===== config.mk =====
export PLATFORM = sky130hd
export DESIGN_NAME = alpha_blit_clip_blend_flat
export DESIGN_NICKNAME = d
export VERILOG_FILES = /design/src/sv/abcb_pkg.sv /design/src/sv/abcb_if.sv /design/src/sv/abcb_pos.sv /design/src/sv/abcb_blend.sv /design/src/sv/alpha_blit_clip_blend.sv /design/src/flat_wrapper.sv
export SDC_FILE = /design/constraint.sdc
export NUM_CORES = 2
export LEC_CHECK = 0
export BUFFER_PORTS_ARGS = -buffer_cell sky130_fd_sc_hd__buf_4
export CELL_PAD_IN_SITES_DETAIL_PLACEMENT = 1
export CELL_PAD_IN_SITES_GLOBAL_PLACEMENT = 2
export CORE_MARGIN = 8
export CORE_UTILIZATION = 38
export DETAILED_ROUTE_END_ITERATION = 6
export PLACE_DENSITY = 0.88
export SLEW_MARGIN = 5
export SYNTH_ARGS = -nofsm -noshare
export SYNTH_HDL_FRONTEND = slang
export SYNTH_SLANG_ARGS = --single-unit

===== constraint.sdc =====
create_clock -name clk -period 7.2 [get_ports clk]
set_input_delay 1.08 -clock clk [delete_from_list [all_inputs] [get_ports clk]]
set_output_delay 1.08 -clock clk [all_outputs]
set_load 0.01 [all_outputs]

===== src/sv/abcb_pkg.sv =====
`default_nettype none

package abcb_pkg;

	localparam int CH_W       = 8;
	localparam int RGB_W      = 3 * CH_W;
	localparam int PIX_W      = 32;
	localparam int DIM_W      = 13;
	localparam int STRIDE_W   = 14;
	localparam int CFG_W      = 14;
	localparam int CFG_IDX_W  = 3;
	localparam int ADDR_W     = 25;

	localparam int MAX_DIM_DEF    = 4096;
	localparam int MAX_STRIDE_DEF = 8192;

	localparam logic [CH_W-1:0] FULL_ALPHA = 8'hFF;
	localparam logic [CH_W-1:0] ZERO_ALPHA = 8'h00;

	typedef enum logic [CFG_IDX_W-1:0] {
		CFG_PLACE_X       = 3'd0,
		CFG_PLACE_Y       = 3'd1,
		CFG_IMAGE_WIDTH   = 3'd2,
		CFG_IMAGE_HEIGHT  = 3'd3,
		CFG_TARGET_WIDTH  = 3'd4,
		CFG_TARGET_HEIGHT = 3'd5,
		CFG_TARGET_STRIDE = 3'd6
	} cfg_idx_t;

	typedef struct packed {
		logic             hit;
		logic [DIM_W-1:0] col;
		logic [DIM_W-1:0] row;
		logic             last;
	} pos_t;

endpackage

`default_nettype wire


===== src/sv/abcb_if.sv =====
`default_nettype none

interface abcb_src_if;
	logic                       valid;
	logic                       ready;
	logic [abcb_pkg::CH_W-1:0]  src_red;
	logic [abcb_pkg::CH_W-1:0]  src_green;
	logic [abcb_pkg::CH_W-1:0]  src_blue;
	logic [abcb_pkg::CH_W-1:0]  src_alpha;
	logic [abcb_pkg::PIX_W-1:0] dst_pixel;

	modport source (output valid, src_red, src_green, src_blue, src_alpha, dst_pixel,
		input ready);
	modport sink (input valid, src_red, src_green, src_blue, src_alpha, dst_pixel,
		output ready);
endinterface

interface abcb_fb_if;
	logic                        valid;
	logic                        ready;
	logic                        write_enable;
	logic [abcb_pkg::ADDR_W-1:0] target_address;
	logic [abcb_pkg::PIX_W-1:0]  new_pixel;
	logic                        last_pixel;

	modport source (output valid, write_enable, target_address, new_pixel, last_pixel,
		input ready);
	modport sink (input valid, write_enable, target_address, new_pixel, last_pixel,
		output ready);
endinterface

`default_nettype wire


===== src/sv/abcb_pos.sv =====
`default_nettype none

module abcb_pos #(
	parameter int MAX_DIM    = abcb_pkg::MAX_DIM_DEF,
	parameter int MAX_STRIDE = abcb_pkg::MAX_STRIDE_DEF
) (
	input  logic                             clk,
	input  logic                             arst_n,
	input  logic                             cfg_we,
	input  logic [abcb_pkg::CFG_IDX_W-1:0]   cfg_index,
	input  logic [abcb_pkg::CFG_W-1:0]       cfg_data,
	input  logic                             take,
	output abcb_pkg::pos_t                   pos,
	output logic [abcb_pkg::STRIDE_W-1:0]    stride
);

	localparam int DW = abcb_pkg::DIM_W;
	localparam int CW = $clog2(MAX_DIM);
	localparam int LW = (CW + 1 > DW) ? CW + 1 : DW;
	localparam int PW = ((DW > CW + 1) ? DW : CW + 1) + 1;

	logic signed [DW-1:0]               place_x_q;
	logic signed [DW-1:0]               place_y_q;
	logic [DW-1:0]                      image_w_q;
	logic [DW-1:0]                      image_h_q;
	logic [DW-1:0]                      target_w_q;
	logic [DW-1:0]                      target_h_q;
	logic [abcb_pkg::STRIDE_W-1:0]      stride_q;
	logic [CW-1:0]                      col_q;
	logic [CW-1:0]                      row_q;

	logic [DW-1:0]                      dim_sat;
	logic [abcb_pkg::STRIDE_W-1:0]      stride_sat;
	logic                               known_idx;
	logic                               empty;
	logic [LW-1:0]                      col_inc;
	logic [LW-1:0]                      row_inc;
	logic                               col_end;
	logic                               row_end;
	logic signed [PW-1:0]               tx;
	logic signed [PW-1:0]               ty;
	logic                               in_x;
	logic                               in_y;

	assign dim_sat = (int'(cfg_data[DW-1:0]) > MAX_DIM) ? DW'(MAX_DIM) : cfg_data[DW-1:0];
	assign stride_sat = (int'(cfg_data) > MAX_STRIDE) ?
		abcb_pkg::STRIDE_W'(MAX_STRIDE) : cfg_data;
	assign known_idx = (cfg_index <= abcb_pkg::CFG_TARGET_STRIDE);

	assign empty   = (image_w_q == '0) || (image_h_q == '0);
	assign col_inc = LW'(col_q) + LW'(1);
	assign row_inc = LW'(row_q) + LW'(1);
	assign col_end = (col_inc == LW'(image_w_q));
	assign row_end = (row_inc == LW'(image_h_q));

	assign tx = PW'(place_x_q) + PW'(signed'({1'b0, col_q}));
	assign ty = PW'(place_y_q) + PW'(signed'({1'b0, row_q}));
	assign in_x = !tx[PW-1] && (tx[PW-2:0] < (PW-1)'(target_w_q));
	assign in_y = !ty[PW-1] && (ty[PW-2:0] < (PW-1)'(target_h_q));

	assign pos.hit  = !empty && (stride_q != '0) && in_x && in_y;
	assign pos.col  = tx[DW-1:0];
	assign pos.row  = ty[DW-1:0];
	assign pos.last = !empty && col_end && row_end;
	assign stride   = stride_q;

	always_ff @(posedge clk or negedge arst_n) begin
		if (!arst_n) begin
			place_x_q  <= '0;
			place_y_q  <= '0;
			image_w_q  <= '0;
			image_h_q  <= '0;
			target_w_q <= '0;
			target_h_q <= '0;
			stride_q   <= '0;
		end else if (cfg_we) begin
			unique case (abcb_pkg::cfg_idx_t'(cfg_index))
				abcb_pkg::CFG_PLACE_X:       place_x_q  <= signed'(cfg_data[DW-1:0]);
				abcb_pkg::CFG_PLACE_Y:       place_y_q  <= signed'(cfg_data[DW-1:0]);
				abcb_pkg::CFG_IMAGE_WIDTH:   image_w_q  <= dim_sat;
				abcb_pkg::CFG_IMAGE_HEIGHT:  image_h_q  <= dim_sat;
				abcb_pkg::CFG_TARGET_WIDTH:  target_w_q <= dim_sat;
				abcb_pkg::CFG_TARGET_HEIGHT: target_h_q <= dim_sat;
				abcb_pkg::CFG_TARGET_STRIDE: stride_q   <= stride_sat;
				default: ;
			endcase
		end
	end

	// A write to any known register restarts the pass over the image.
	always_ff @(posedge clk or negedge arst_n) begin
		if (!arst_n) begin
			col_q <= '0;
			row_q <= '0;
		end else if (cfg_we) begin
			if (known_idx) begin
				col_q <= '0;
				row_q <= '0;
			end
		end else if (take) begin
			if (empty) begin
				col_q <= '0;
				row_q <= '0;
			end else if (col_end) begin
				col_q <= '0;
				row_q <= row_end ? '0 : CW'(row_inc);
			end else begin
				col_q <= CW'(col_inc);
			end
		end
	end

endmodule

`default_nettype wire


===== src/sv/abcb_blend.sv =====
`default_nettype none

module abcb_blend (
	input  logic [abcb_pkg::CH_W-1:0]  alpha,
	input  logic [abcb_pkg::RGB_W-1:0] src_rgb,
	input  logic [abcb_pkg::RGB_W-1:0] dst_rgb,
	output logic [abcb_pkg::RGB_W-1:0] mix_rgb
);

	localparam int CH = abcb_pkg::CH_W;

	logic [CH-1:0] inv_alpha;

	assign inv_alpha = abcb_pkg::FULL_ALPHA - alpha;

	for (genvar i = 0; i < 3; i++) begin : g_ch
		logic [2*CH-1:0] s_prod;
		logic [2*CH-1:0] d_prod;
		logic [2*CH:0]   sum;
		logic [2*CH:0]   rnd;

		assign s_prod = src_rgb[i*CH +: CH] * alpha;
		assign d_prod = dst_rgb[i*CH +: CH] * inv_alpha;
		assign sum    = (2*CH+1)'(s_prod) + (2*CH+1)'(d_prod);
		// Exact floor division by 255 for sums up to 255 * 255.
		assign rnd    = sum + (2*CH+1)'(1) + (2*CH+1)'(sum[2*CH:CH]);
		assign mix_rgb[i*CH +: CH] = rnd[2*CH-1:CH];
	end

endmodule

`default_nettype wire


===== src/sv/alpha_blit_clip_blend.sv =====
// Source-over alpha blitter with clipping, one source pixel per item.
// Channel src carries the source pixels in raster order, each with the
// framebuffer word currently stored at its mapped location. Channel fb
// returns one item per source pixel: a write enable, the framebuffer word
// address, the new ARGB word and a flag on the final pixel of the image.
// The configuration port writes the placement, image size, target size and stride;
// any write to a known register restarts the image at its first pixel.
// An item is accepted into the input register, and the clip test, blend
// and address multiply run between it and the result register, so a result
// is presented on fb once the item moves on into the result register, and
// leaves at the next edge at which fb is ready.
// Throughput is one item per cycle while fb is ready, as both registers
// then advance together.
// When fb stalls, the result register holds its item and src stays ready
// until the input register is also occupied.
// Reset clears the configuration, the raster counters and both valid flags,
// so nothing is written until an image size, a target size and a stride are configured.
`default_nettype none

module alpha_blit_clip_blend #(
	parameter int MAX_DIM    = abcb_pkg::MAX_DIM_DEF,
	parameter int MAX_STRIDE = abcb_pkg::MAX_STRIDE_DEF
) (
	input  logic                           clk,
	input  logic                           arst_n,
	input  logic                           cfg_we,
	input  logic [abcb_pkg::CFG_IDX_W-1:0] cfg_index,
	input  logic [abcb_pkg::CFG_W-1:0]     cfg_data,
	abcb_src_if.sink                       src,
	abcb_fb_if.source                      fb
);

	localparam int CH  = abcb_pkg::CH_W;
	localparam int DW  = abcb_pkg::DIM_W;
	localparam int SW  = abcb_pkg::STRIDE_W;
	localparam int AW  = abcb_pkg::ADDR_W;
	localparam int RGB = abcb_pkg::RGB_W;

	logic                  v1_q;
	logic                  v2_q;
	logic                  adv1;
	logic                  adv2;
	logic                  take;

	abcb_pkg::pos_t        pos;
	logic [SW-1:0]         stride;

	abcb_pkg::pos_t        pos_s1;
	logic [CH-1:0]         alpha_s1;
	logic [RGB-1:0]        src_rgb_s1;
	logic [RGB-1:0]        dst_rgb_s1;

	logic [RGB-1:0]        mix_rgb;
	logic [DW+SW-1:0]      row_base;
	logic [DW+SW-1:0]      addr_full;
	logic                  we;

	logic                  we_s2;
	logic [AW-1:0]         addr_s2;
	logic [RGB-1:0]        rgb_s2;
	logic                  last_s2;

	assign adv2      = !v2_q || fb.ready;
	assign adv1      = !v1_q || adv2;
	assign take      = src.valid && adv1;
	assign src.ready = adv1;

	abcb_pos #(
		.MAX_DIM    (MAX_DIM),
		.MAX_STRIDE (MAX_STRIDE)
	) u_pos (
		.clk       (clk),
		.arst_n    (arst_n),
		.cfg_we    (cfg_we),
		.cfg_index (cfg_index),
		.cfg_data  (cfg_data),
		.take      (take),
		.pos       (pos),
		.stride    (stride)
	);

	always_ff @(posedge clk or negedge arst_n) begin
		if (!arst_n) begin
			v1_q <= 1'b0;
			v2_q <= 1'b0;
		end else begin
			if (adv1) begin
				v1_q <= src.valid;
			end
			if (adv2) begin
				v2_q <= v1_q;
			end
		end
	end

	always_ff @(posedge clk) begin
		if (take) begin
			pos_s1     <= pos;
			alpha_s1   <= src.src_alpha;
			src_rgb_s1 <= {src.src_red, src.src_green, src.src_blue};
			dst_rgb_s1 <= src.dst_pixel[RGB-1:0];
		end
	end

	abcb_blend u_blend (
		.alpha   (alpha_s1),
		.src_rgb (src_rgb_s1),
		.dst_rgb (dst_rgb_s1),
		.mix_rgb (mix_rgb)
	);

	assign we        = pos_s1.hit && (alpha_s1 != abcb_pkg::ZERO_ALPHA);
	assign row_base  = pos_s1.row * stride;
	assign addr_full = row_base + (DW+SW)'(pos_s1.col);

	always_ff @(posedge clk) begin
		if (adv2 && v1_q) begin
			we_s2   <= we;
			addr_s2 <= we ? addr_full[AW-1:0] : '0;
			rgb_s2  <= we ? mix_rgb : '0;
			last_s2 <= pos_s1.last;
		end
	end

	assign fb.valid          = v2_q;
	assign fb.write_enable   = we_s2;
	assign fb.target_address = addr_s2;
	assign fb.new_pixel      = we_s2 ? {abcb_pkg::FULL_ALPHA, rgb_s2} : '0;
	assign fb.last_pixel     = last_s2;

endmodule

`default_nettype wire


===== src/flat_wrapper.sv =====
// flat-port wrapper written by rule: the top's interface ports become plain ports
module alpha_blit_clip_blend_flat 
#(
	parameter int MAX_DIM    = abcb_pkg::MAX_DIM_DEF,
	parameter int MAX_STRIDE = abcb_pkg::MAX_STRIDE_DEF
)
  (clk, arst_n, cfg_we, cfg_index, cfg_data, src_valid, src_src_red, src_src_green, src_src_blue, src_src_alpha, src_dst_pixel, src_ready, fb_valid, fb_write_enable, fb_target_address, fb_new_pixel, fb_last_pixel, fb_ready);
  abcb_src_if src_i ();
  abcb_fb_if fb_i ();
  input  logic clk;
  input  logic arst_n;
  input  logic cfg_we;
  input  logic [abcb_pkg::CFG_IDX_W-1:0] cfg_index;
  input  logic [abcb_pkg::CFG_W-1:0] cfg_data;
  input wire logic [$bits(src_i.valid)-1:0] src_valid;
  input wire logic [$bits(src_i.src_red)-1:0] src_src_red;
  input wire logic [$bits(src_i.src_green)-1:0] src_src_green;
  input wire logic [$bits(src_i.src_blue)-1:0] src_src_blue;
  input wire logic [$bits(src_i.src_alpha)-1:0] src_src_alpha;
  input wire logic [$bits(src_i.dst_pixel)-1:0] src_dst_pixel;
  output wire logic [$bits(src_i.ready)-1:0] src_ready;
  output wire logic [$bits(fb_i.valid)-1:0] fb_valid;
  output wire logic [$bits(fb_i.write_enable)-1:0] fb_write_enable;
  output wire logic [$bits(fb_i.target_address)-1:0] fb_target_address;
  output wire logic [$bits(fb_i.new_pixel)-1:0] fb_new_pixel;
  output wire logic [$bits(fb_i.last_pixel)-1:0] fb_last_pixel;
  input wire logic [$bits(fb_i.ready)-1:0] fb_ready;
  assign src_i.valid = src_valid;
  assign src_i.src_red = src_src_red;
  assign src_i.src_green = src_src_green;
  assign src_i.src_blue = src_src_blue;
  assign src_i.src_alpha = src_src_alpha;
  assign src_i.dst_pixel = src_dst_pixel;
  assign src_ready = src_i.ready;
  assign fb_valid = fb_i.valid;
  assign fb_write_enable = fb_i.write_enable;
  assign fb_target_address = fb_i.target_address;
  assign fb_new_pixel = fb_i.new_pixel;
  assign fb_last_pixel = fb_i.last_pixel;
  assign fb_i.ready = fb_ready;
  alpha_blit_clip_blend #(.MAX_DIM(MAX_DIM), .MAX_STRIDE(MAX_STRIDE)) u_core (.clk(clk), .arst_n(arst_n), .cfg_we(cfg_we), .cfg_index(cfg_index), .cfg_data(cfg_data), .src(src_i), .fb(fb_i));
endmodule

After elaboration in Yosys (flattened, before gate mapping)

Cells that the tools add are included.

Bits in writable memories: 0
Memories kept: 0
Output and inout port bits: 61
Bits of input ports: 86
Word-level logic and storage cells: 105
Bits in read-only memories: 0
Flip-flop bits (word level): 253
Latch bits: 0

Order comparisons: 5
Multipliers: 7
Equal/unequal tests: 9
Bitwise logic cells: 0
Div/mod/pow operators: 0
Add/sub/neg operators: 15
Mux-type cells: 13
Shifts and indexed selects: 0
Reductions and logical operators: 34

Operators with widths:

| operator                                              | count |
|---|---|
| two-way mux 12 bit                                    | 10 |
| multiplier 8 x 8 -> 16 bit                            | 6 |
| adder 16 x 16 -> 17 bit                               | 3 |
| adder 16 x 1 -> 16 bit, second input constant         | 3 |
| adder 16 x 9 -> 16 bit                                | 3 |
| two-way mux 32 bit                                    | 1 |
| adder 13 x 13 -> 14 bit                               | 2 |
| adder 12 x 1 -> 13 bit, second input constant         | 2 |
| == test 13 bit                                        | 2 |
| logical NOT 13 bit                                    | 2 |
| less-than comparator 13 bit                           | 2 |
| adder 25 x 13 -> 25 bit                               | 1 |
| multiplier 13 x 14 -> 25 bit                          | 1 |
| AND reduction 2 bit                                   | 8 |
| greater-than comparator 14 bit, second input constant | 1 |
| two-way mux 14 bit                                    | 1 |
| nonzero test 14 bit                                   | 1 |
| greater-than comparator 13 bit, second input constant | 1 |
| two-way mux 13 bit                                    | 1 |
| logical AND 1 bit                                     | 10 |
| == test 3 bit, second input constant                  | 3 |
| nonzero test 8 bit                                    | 1 |
| subtractor 8 bit, first input constant                | 1 |
| == test 3 x 2 -> 1 bit, second input constant         | 2 |
| other kinds (9)                                       | 15 |

Depth between registers and ports, before layout

Depth after elaboration: 7
Depth in mapped cells: 30
Depth with buffers taken out: 29

By module

Synthesis repeated with hierarchy kept, for this count alone.

Cell total of the unflattened synthesis: 3518
Area total of the unflattened synthesis: 33454.6 um^2

Modules (own cells, without submodules):

| module                | cells an instance | seq. area each (um^2) | area each (um^2) | times used |
|---|---|---|---|---|
| abcb_blend            | 1687              | 0.0                   | 14701.6          | 1 |
| alpha_blit_clip_blend | 987               | 4103.9                | 11103.1          | 1 |
| abcb_pos              | 844               | 2902.8                | 7649.8           | 1 |

Least setup slack after synthesis

OpenSTA, ideal clock, no wires.

Kind: reg2reg
From: register u_core.alpha_s1[1]
To: register u_core.rgb_s2[10], data pin
Arrival time: 7.307 ns
Slack: -0.373 ns
Clock period less this slack: 7.573 ns
Cell stages (with the launch flop): 29
Data required time: 6.934 ns
Library setup time: 0.266 ns
Path buffers: 2
Path through: edfxtp_1 clkbuf_1 buf_1 nand2_1 fa_1 fa_1 inv_1 fa_1 fa_1 fa_1 inv_1 fa_1 inv_1 ha_1 and3_1 or2_1 o21a_1 o31ai_1 o31a_1 ha_1 a21o_1 a21o_1 a211oi_1 o31ai_1 maj3_1 o21ai_1 a31o_2 xor2_1 nor2_1

Longest elaborated chain between the ends: 5
Elaborated cells on any way between the ends: 8
Classes of those cells: add/sub (4); mul (2); reduce/logical (2)

RTL lines:

| what                       | line                         | source |
|---|---|---|
| start: declaration         | alpha_blit_clip_blend.sv:49  | `logic [CH-1:0] alpha_s1;` |
| start signal: assignment   | alpha_blit_clip_blend.sv:99  | `alpha_s1 <= src.src_alpha;` |
| subtractor 8 bit           | abcb_blend.sv:14             | `assign inv_alpha = abcb_pkg::FULL_ALPHA - alpha;` |
| multiplier 8 x 8 -> 16 bit | abcb_blend.sv:23             | `assign d_prod = dst_rgb[i*CH +: CH] * inv_alpha;` |
| adder 16 x 16 -> 17 bit    | abcb_blend.sv:24             | `assign sum = (2*CH+1)'(s_prod) + (2*CH+1)'(d_prod);` |
| adder 16 x 1 -> 16 bit     | abcb_blend.sv:26             | `assign rnd = sum + (2*CH+1)'(1) + (2*CH+1)'(sum[2*CH:CH]);` |
| adder 16 x 9 -> 16 bit     | abcb_blend.sv:26             |  |
| end signal: assignment     | alpha_blit_clip_blend.sv:120 | `rgb_s2 <= we ? mix_rgb : '0;` |
| end: declaration           | alpha_blit_clip_blend.sv:60  | `logic [RGB-1:0] rgb_s2;` |

Parallel ways exist; a longest one is shown, timed or not.
A chain may end at the register's enable or synchronous reset.

Final worst setup path

From: register u_core.alpha_s1[4]
To: register u_core.rgb_s2[11], data pin

Same word-level chain as after synthesis.

==> impl_metrics.toml <==
[clock_network]
cts_tree = "yes"
cts_buffer_depth = 3
clkTransAtPathRegs_ns = 0.06
root_buffer = "clkbuf_16"
clock_latency_ns = 0.60
cts_buffers = 35
h-tree-depth = 2
cts.sinks = 253

[placed_design]
gp_congestion = 0.832
post_dp_cell_area_mm2 = 0.0365
hpwl_mm = 73.6
portBuffers = 138

[finish]
fill_cells = 9604
nets = 4591
syn_to_final_growth_pct = 19.5
final_layout_size_suffix_gt1_frac = 0.182
post-route-cell-area_mm2 = 0.0389

[sta]
skew_ns = 0.0570
worst_pin_slew_ns = 1.12
min_period_ns = 7.54
min_period_over_period = 1.05
max_freq_mhz = 133
setup-violations-final = 23
hold_viol = 0
maxSlewHeadroom = 0.250
slew_violations = 0
finalWorstSetupSlack_ns = -0.342
rsz0062_at_grt = "yes"

[min_path]
min-delay-start = "u_core.pos_s1[0]"
hold_class = "reg2reg"

[routing]
drtIter0Drc = 1069
postRouteAntennaNets = 0
avgViaCountPerCell = 5.05
dr.pass1.iters = 5
wire_per_inst_um = 19.2
remaining_drc_errors = 0
finalWirelength_mm = 93.9
vias = 24760

[global_route]
antenna_found_initial = 1
grt_first_pass_wirelength_mm = 150
gr-usage-all-layers = 0.198
grt_max_degree = 61
grt_pass1_vias = 28014
grt_remaining_overflow = 0

[yosys]
avgSynthCellArea_um2 = 9.63
yosysMostFrequentCell = "inv_1"
synth_cell_type_count = 89
synth_edf_count = 135
async_flop_share = 0.466
synth_common_cells = "inv_1, fa_1, ha_1, nand2_1, and2_1"
synth_area_leader_cell = "fa_1"
synth.area.top_cells = "fa_1, ha_1, edfxtp_1, dfrtp_1, inv_1"
seq_area_frac_synth = 0.215
yosysTopAreaCellShare = 0.266
synth_seq_cells = 253
synthFlopType = "edfxtp_1"
synth_warnings = 0
synth_area_mm2 = 0.0325
syn-instance-count = 3380

[setup_path]
timing.rr.start = "u_core.alpha_s1[4]"
max_stage_delay_ns = 0.53
critPathLaunch = "u_core.alpha_s1[4]"
crit_slowest_cell = "fa_1"
worst_setup_path_start_kind = "register"
crit_family = "adder cells"
path_class = "reg2reg"
crit_top_cell = "fa_1"
crit_required_ns = 7.50
critPathBufInv = 8
r2r_slack_ns = -0.34
end_kind = "register"
cp.arrival_ns = 7.84
cp_max_fo = 5

[outcome]
violations = "setup timing"
outcome = "complete, but fails checks"

[run]
maxCapViolCount = 0

[floorplanning]
die_w_um = 309
start_util = 0.383
dieHeight_um = 309
core_mm2 = 0.0850
io_pins = 147
dieArea_mm2 = 0.0953
placementRows = 107
[cell usage in the layout (no fill, tap or decap), types with 16 or more instances in the layout]
| cell | instances |
|---|---|
| a21o_1 | 43 |
| a21oi_1 | 65 |
| a21oi_2 | 17 |
| and2_1 | 201 |
| and3_1 | 19 |
| buf_4 | 401 |
| clkbuf_16 | 35 |
| dfrtp_1 | 118 |
| edfxtp_1 | 135 |
| fa_1 | 417 |
| fa_2 | 16 |
| ha_1 | 327 |
| inv_1 | 598 |
| mux2_2 | 32 |
| nand2_1 | 315 |
| nand2b_1 | 89 |
| nand3_1 | 34 |
| nand4_1 | 19 |
| nor2_1 | 89 |
| nor2b_1 | 158 |
| nor3_1 | 28 |
| nor4_1 | 16 |
| o21ai_0 | 107 |
| xnor2_1 | 69 |
| xor2_1 | 35 |
[per-layer routing]
metal / vias up / share of wire / routed length [µm] / GRT usage
met2: 408 / 0.51 / 47900 / 0.356
met5: - / 0 / 0 / 0
met4: 0 / 0.030 / 2780 / 0.0627
met1: 12659 / 0.43 / 39900 / 0.247
li1: 11523 / - / - / -
met3: 170 / 0.035 / 3290 / 0.0250
[area by class of cell]
type	count	area [µm²]	area share
multi-input combinational	2403	23600	0.605
sequential	253	7010	0.180
timing repair buffer	424	3420	0.0878
inverter	611	2290	0.0590
tap	1144	1430	0.0368
clock buffer	46	957	0.0246
clock inverter	18	239	0.00614
antenna	1	2.50	0.0000643
[metrics by stage]
| step | std cells | hold WS, ns | util | setup TNS [ns] | worst slack (ns) |
|---|---|---|---|---|---|
| floorplan | 3382 | 0.400 | - | -0.0226 | -0.0170 |
| global placement | 4780 | 0.402 | 0.429 | -3.67 | -0.228 |
| detailed placement | 4780 | 0.419 | 0.429 | -6.20 | -0.348 |
| CTS | 4885 | 0.421 | 0.452 | -2.31 | -0.242 |
| global route | 4899 | 0.432 | 0.458 | -10.04 | -0.605 |
| finish | 4900 | 0.424 | 0.458 | -3.73 | -0.342 |
[sequential cells by signal, summed over array words and instances, names as in the netlist]
name	flops
u_core.u_pos.image_w_q	13
u_core.u_pos.stride	14
u_core.rgb_s2	24
u_core.fb.last_pixel	1
u_core.v1_q	1
u_core.fb.target_address	25
u_core.dst_rgb_s1	24
u_core.alpha_s1	8
u_core.src_rgb_s1	24
u_core.u_pos.col_q	12
u_core.u_pos.place_y_q	13
u_core.u_pos.place_x_q	13
u_core.u_pos.image_h_q	13
u_core.u_pos.target_h_q	13
u_core.u_pos.target_w_q	13
u_core.fb.valid	1
u_core.pos_s1	28
u_core.fb.write_enable	1
u_core.u_pos.row_q	12
[timing repair]
action	4_1_cts	5_1_grt
buffers inserted	39	14
resized for setup	89	82
pin swaps	44	75
setup endpoints to repair	24	24
hold buffers	0	0
cloned	2	0
[worst reg2reg max path: cells and delay by family, from the launching register on]
kind / cells / cell delay [ns]
adder cells (fa/ha/maj): 8 / 3.48
AO/OA/AOI/OAI: 10 / 1.93
buffers and inverters: 8 / 0.81
flip-flops: 1 / 0.44
AND/OR/NAND/NOR: 3 / 0.58
[kinds of logic (layout without fill, tap and decap cells)]
logic type,Yosys count,after routing,share of synthesized area
xor+xnor,114,114,0.0309
mux,40,40,0.0136
fa+ha+maj,780,780,0.400
simple gates,1055,1055,0.171
other cells,1,4,0.000115
buf+inv,726,1099,0.0852
flops,253,253,0.215
compound gates,411,411,0.0844
[final timing paths]
check	to	cells after the start
setup / recovery	u_core.rgb_s2[11]	29
hold / removal	u_core.fb.last_pixel	0
setup reg to reg	u_core.rgb_s2[11]	29
hold reg to reg	u_core.fb.last_pixel	0
max in group asynchronous	u_core.u_pos.col_q[2]	2
min in group asynchronous	u_core.u_pos.row_q[11]	1
Power is not shown: default switching activity piles up to over one toggle a cycle in this logic, so the estimate is an artifact.
